**src/rtl/digit_sum_key_sorter_macros.svh**
```systemverilog
// Assertion macros shared by the sorter RTL.
// Each macro expects clk and rst_n in scope at the place of use.
`ifndef DIGIT_SUM_KEY_SORTER_MACROS_SVH
`define DIGIT_SUM_KEY_SORTER_MACROS_SVH

// Same-cycle implication, checked only out of reset.
`define DSKS_ASSERT_IMPL(label, ante, cons) \
    label: assert property (@(posedge clk) disable iff (!rst_n) (ante) |-> (cons)) \
        else $error("sorter same-cycle check failed");

// Next-cycle implication, checked only out of reset.
`define DSKS_ASSERT_NEXT(label, ante, cons) \
    label: assert property (@(posedge clk) disable iff (!rst_n) (ante) |=> (cons)) \
        else $error("sorter next-cycle check failed");

`endif

```
**src/rtl/dsks_pkg.sv**
```systemverilog
package dsks_pkg;

    // Storage and field sizes.
    localparam int MAX_ITEMS = 64;
    localparam int VALUE_W   = 32;
    localparam int KEY_W     = 8;
    localparam int SUM_W     = 7;
    localparam int CNT_W     = $clog2(MAX_ITEMS + 1);

    // Division by ten through a reciprocal: q = (x * RECIP10) >> RECIP_SHIFT,
    // exact for every 32-bit unsigned x.
    localparam logic [VALUE_W-1:0] RECIP10     = 32'hCCCC_CCCD;
    localparam int                 RECIP_SHIFT = 35;

    // One held entry: digit-sum key and the value itself.
    typedef struct packed {
        logic signed [KEY_W-1:0]   key;
        logic signed [VALUE_W-1:0] value;
    } entry_t;

    // Per-cycle command broadcast to every cell.
    typedef struct packed {
        logic insert;
        logic shift;
    } cell_ctl_t;

    // Result of the digit-sum unit.
    typedef struct packed {
        logic                    done;
        logic signed [KEY_W-1:0] key;
    } key_res_t;

    typedef enum logic [1:0] {
        ST_IDLE,
        ST_KEY,
        ST_EMIT
    } state_t;

    // True when a sorts strictly before b: key first, then value.
    function automatic logic sorts_before(entry_t a, entry_t b);
        logic result;
        if (a.key != b.key)
        begin
            result = ($signed(a.key) < $signed(b.key));
        end
        else
        begin
            result = ($signed(a.value) < $signed(b.value));
        end
        return result;
    endfunction

endpackage

```
**src/rtl/dsks_cell.sv**
```systemverilog
module dsks_cell (
    input  logic                    clk,
    input  dsks_pkg::cell_ctl_t     ctl,
    input  logic                    occupied,
    input  dsks_pkg::entry_t        new_entry,
    input  dsks_pkg::entry_t        left_entry,
    input  logic                    left_keep,
    input  dsks_pkg::entry_t        right_entry,
    output dsks_pkg::entry_t        entry,
    output logic                    keep
);
    import dsks_pkg::*;

    entry_t entry_reg;

    // The held entry stays put unless the new item sorts strictly before it.
    assign keep  = occupied && !sorts_before(new_entry, entry_reg);
    assign entry = entry_reg;

    // Insert: take the new item at the boundary, else the left neighbor.
    // Shift: move one place toward the head while the batch drains.
    always_ff @(posedge clk)
    begin
        if (ctl.insert)
        begin
            if (!keep)
            begin
                entry_reg <= left_keep ? new_entry : left_entry;
            end
        end
        else if (ctl.shift)
        begin
            entry_reg <= right_entry;
        end
    end

endmodule

```
**config.mk**
```make
export PLATFORM = sky130hd
export DESIGN_NAME = dsks_cell
export DESIGN_NICKNAME = d
export VERILOG_FILES = /design/src/rtl/digit_sum_key_sorter_macros.svh /design/src/rtl/dsks_pkg.sv /design/src/rtl/dsks_cell.sv
export SDC_FILE = /design/constraint.sdc
export NUM_CORES = 1
export LEC_CHECK = 0
export ABC_AREA = 1
export BUFFER_PORTS_ARGS = -buffer_cell sky130_fd_sc_hd__clkbuf_2
export CORE_AREA = 2 2 91 93
export CTS_BUF_LIST = sky130_fd_sc_hd__clkbuf_2 sky130_fd_sc_hd__clkbuf_4 sky130_fd_sc_hd__clkbuf_8
export DETAILED_ROUTE_END_ITERATION = 8
export DIE_AREA = 0 0 93 95
export GPL_TIMING_DRIVEN = 0
export HOLD_SLACK_MARGIN = 0.06
export MAX_ROUTING_LAYER = met4
export PLACE_DENSITY = 0.71
export SLEW_MARGIN = 20
export SYNTH_ARGS = -nofsm -noshare
export SYNTH_HDL_FRONTEND = slang
export SYNTH_SLANG_ARGS = --single-unit
```
**constraint.sdc**
```tcl
create_clock -name clk -period 5.9 [get_ports clk]
set_input_delay 1.18 -clock clk [delete_from_list [all_inputs] [get_ports clk]]
set_output_delay 1.18 -clock clk [all_outputs]
set_load 0.02 [all_outputs]
```
==> run_results.csv <==
group,metric,value,unit
synthesis,synth_edf_count,40,
min_path,worstHoldStart,"right_entry[4]",
worst_setup_path,crit_path_end_kind,"primary output",
route,dr.pass1.iters,4,
worst_setup_path,r2r-start,"entry[5]$_DFFE_PP_",
global_route,overflow,0,
floorplan,rows,33,
synthesis,avgSynthCellArea,7.831,um2
timing,period_share,0.6503,
floorplan,ioPinCount,166,
synthesis,yosysTopAreaCellShare,0.3933,
clock_network,cts_setup_buffers,0,
final_layout,largest_reg_flops,40,
synthesis,synth-seq-cells,40,
worst_setup_path,path_class,"in2out",
placed_design,portBuffers,165,
clock_network,post_cts_resized,0,
route,via_per_inst,4.802,
worst_setup_path,crit_start,"new_entry[5]",
route,ant_nets,0,
route,routed_wl,8768,um
clock_network,clk_path_buf_depth,2,
global_route,grt_pass1_wl,13960,um
synthesis,synth_area,3054,um2
global_route,grt_use_total,0.2055,
route,drc,0,
worst_setup_path,worstPathRequired,4720,ps
timing,hold_slack,1161,ps
synthesis,synth_area_leader_cell,"edfxtp_1",
power,ir_drop,0.09500,mV
floorplan,core,7928,um2
global_route,antenna_found_initial,0,
global_route,grt_max_degree,22,
clock_network,cts.sinks,40,
clock_network,cts_tree,"done",
synthesis,syn_nets,554,
floorplan,start_util,0.3853,
timing,grt_setup_unrepaired,"false",
timing,max_freq,260.6,MHz
timing,slew_headroom,0.6008,
min_path,hp-class,"in2reg",
timing,period_needed,3837,ps
timing,setup_viol,0,
floorplan,dieHeight,95,um
clock_network,clkTransAtPathRegs,80,ps
floorplan,dieArea,8835,um2
synthesis,yosysWarningCount,0,
power,power.leakage,0.002151,uW
final_layout,mostFrequentLayoutCell,"clkbuf_2",
final_layout,layout_common_cells,"clkbuf_2 (165), o21ai_0 (79), nand2_1 (74), inv_1 (52), nor2_1 (47)",
final_layout,areaGrowthSynthToFinish,34.82,%
placed_design,hpwl,6923,um
clock_network,hold_buffers,0,
route,drt-wirelength-per-cell,13.13,um
synthesis,yosys-top-cells-area,"edfxtp_1 (39%), ha_1 (16%), o21ai_0 (13%)",
final_layout,antenna_cells,0,
final_layout,fin_nets,727,
route,num_vias,3208,
run_status,status,"complete, no violations",
placed_design,dp_cells,661,
worst_setup_path,crit_fanout,2,
clock_network,htreeDepth,2,
final_layout,layout.cells.non_filler,668,
clock_network,worstSkewPairLatency,290,ps
clock_network,cts_buffers,5,
synthesis,yosysUniqueCellTypes,22,
route,drtIter0Drc,81,
worst_setup_path,cp.arrival,2660,ps
synthesis,yosysSeqAreaShare,0.3933,
worst_setup_path,critPathLaunchType,"input port",
final_layout,drive_above_1_share,0.3179,
global_route,grt_pass1_vias,3097,
clock_network,clockRootBuffer,"clkbuf_8",
timing,finalHoldViolations,0,
timing,skew,8.480,ps
synthesis,synthFlopType,"edfxtp_1",
power,power_density,212.5,nW/um2
floorplan,die_x,93,um
synthesis,ys_async_sr_fraction,0,
placed_design,place_congestion,0.8141,
timing,drv_slew,0,
timing,tns,0,ps
timing,tightestPinTransition,596.7,ps
synthesis,syn-instance-count,390,
flow_run,maxCapViolCount,0,
==> layer usage <==
| metal | part of all wire | global-route usage | up-vias |
|---|---|---|---|
| met5 | 0 | - | - |
| met4 | 0.012 | 0.05025 | 0 |
| met3 | 0.069 | 0.03591 | 9 |
| met2 | 0.48 | 0.3484 | 113 |
| met1 | 0.44 | 0.2565 | 1433 |
| li1 | - | - | 1653 |
==> power breakdown <==
part | leakage (uW) | internal [uW] | switching, uW
registers | 0.000397 | 361 | 18.1
clock network | 0.0000391 | 78.4 | 101
logic | 0.00172 | 124 | 192
total | 0.00215 | 563 | 311
==> cell families (layout without fill, tap and decap cells) <==
| group | Yosys count | in the layout | synth area share |
|---|---|---|---|
| and+or+nand+nor | 131 | 131 | 0.1700 |
| AOI/OAI and AO/OA | 110 | 110 | 0.1893 |
| buffers and inverters | 69 | 242 | 0.08480 |
| DFF | 40 | 40 | 0.3933 |
| adders and majority gates | 39 | 39 | 0.1598 |
| xor gates and xnor gates | 1 | 1 | 0.002868 |
==> critical path, stage by stage <==
cell	delay [ps]
clkbuf_2	90
ha_1	300
a21oi_1	150
nor2_1	60
nor3_2	90
nand2_1	90
nand2_1	60
nand2_1	60
nand2_1	90
nand2_1	60
nand2_1	70
nand3_1	70
nand2_1	100
inv_1	50
clkbuf_2	140
==> synth_stat cells (2+ instances only) <==
| cell type | n |
|---|---|
| o21ai_1 | 7 |
| o21ai_0 | 79 |
| inv_1 | 52 |
| nand2_1 | 75 |
| clkbuf_1 | 15 |
| edfxtp_1 | 40 |
| nand3_1 | 3 |
| a21oi_2 | 4 |
| nand4_1 | 2 |
| nor2_1 | 47 |
| ha_1 | 39 |
| a21oi_1 | 17 |
==> through the flow <==
stage | power (uW) | util | worst slack (ps) | instance area [um2]
after global routing | 942.1 | 0.5194 | 1835 | 4118
after CTS | 888.0 | 0.5194 | 2020 | 4118
final | 874.9 | 0.5194 | 2063 | 4118
after detailed placement | 705.4 | 0.5098 | 2029 | 4041
after floorplan | 574.9 | - | 2392 | 3054
after global placement | 690.1 | 0.5060 | 1580 | 4011
==> final timing paths <==
check,endpoint,slack (ps),depth (start not counted)
hold reg to reg,entry[33]$_DFFE_PP_,1590,7
setup / recovery,keep,2060,15
setup reg to reg,entry[2]$_DFFE_PP_,3210,16
hold / removal,entry[4]$_DFFE_PP_,1160,3
==> layout make-up <==
type,count,area [um2]
tap,105,131.4
multi-input combinational,281,1597
buffer,16,60.06
clock inverter,2,7.507
clock buffer,5,68.82
inverter,53,198.9
timing repair buffer,166,853.3
fill,828,3810
sequential,40,1201
Note: power is estimated with default switching activity, not from simulation.
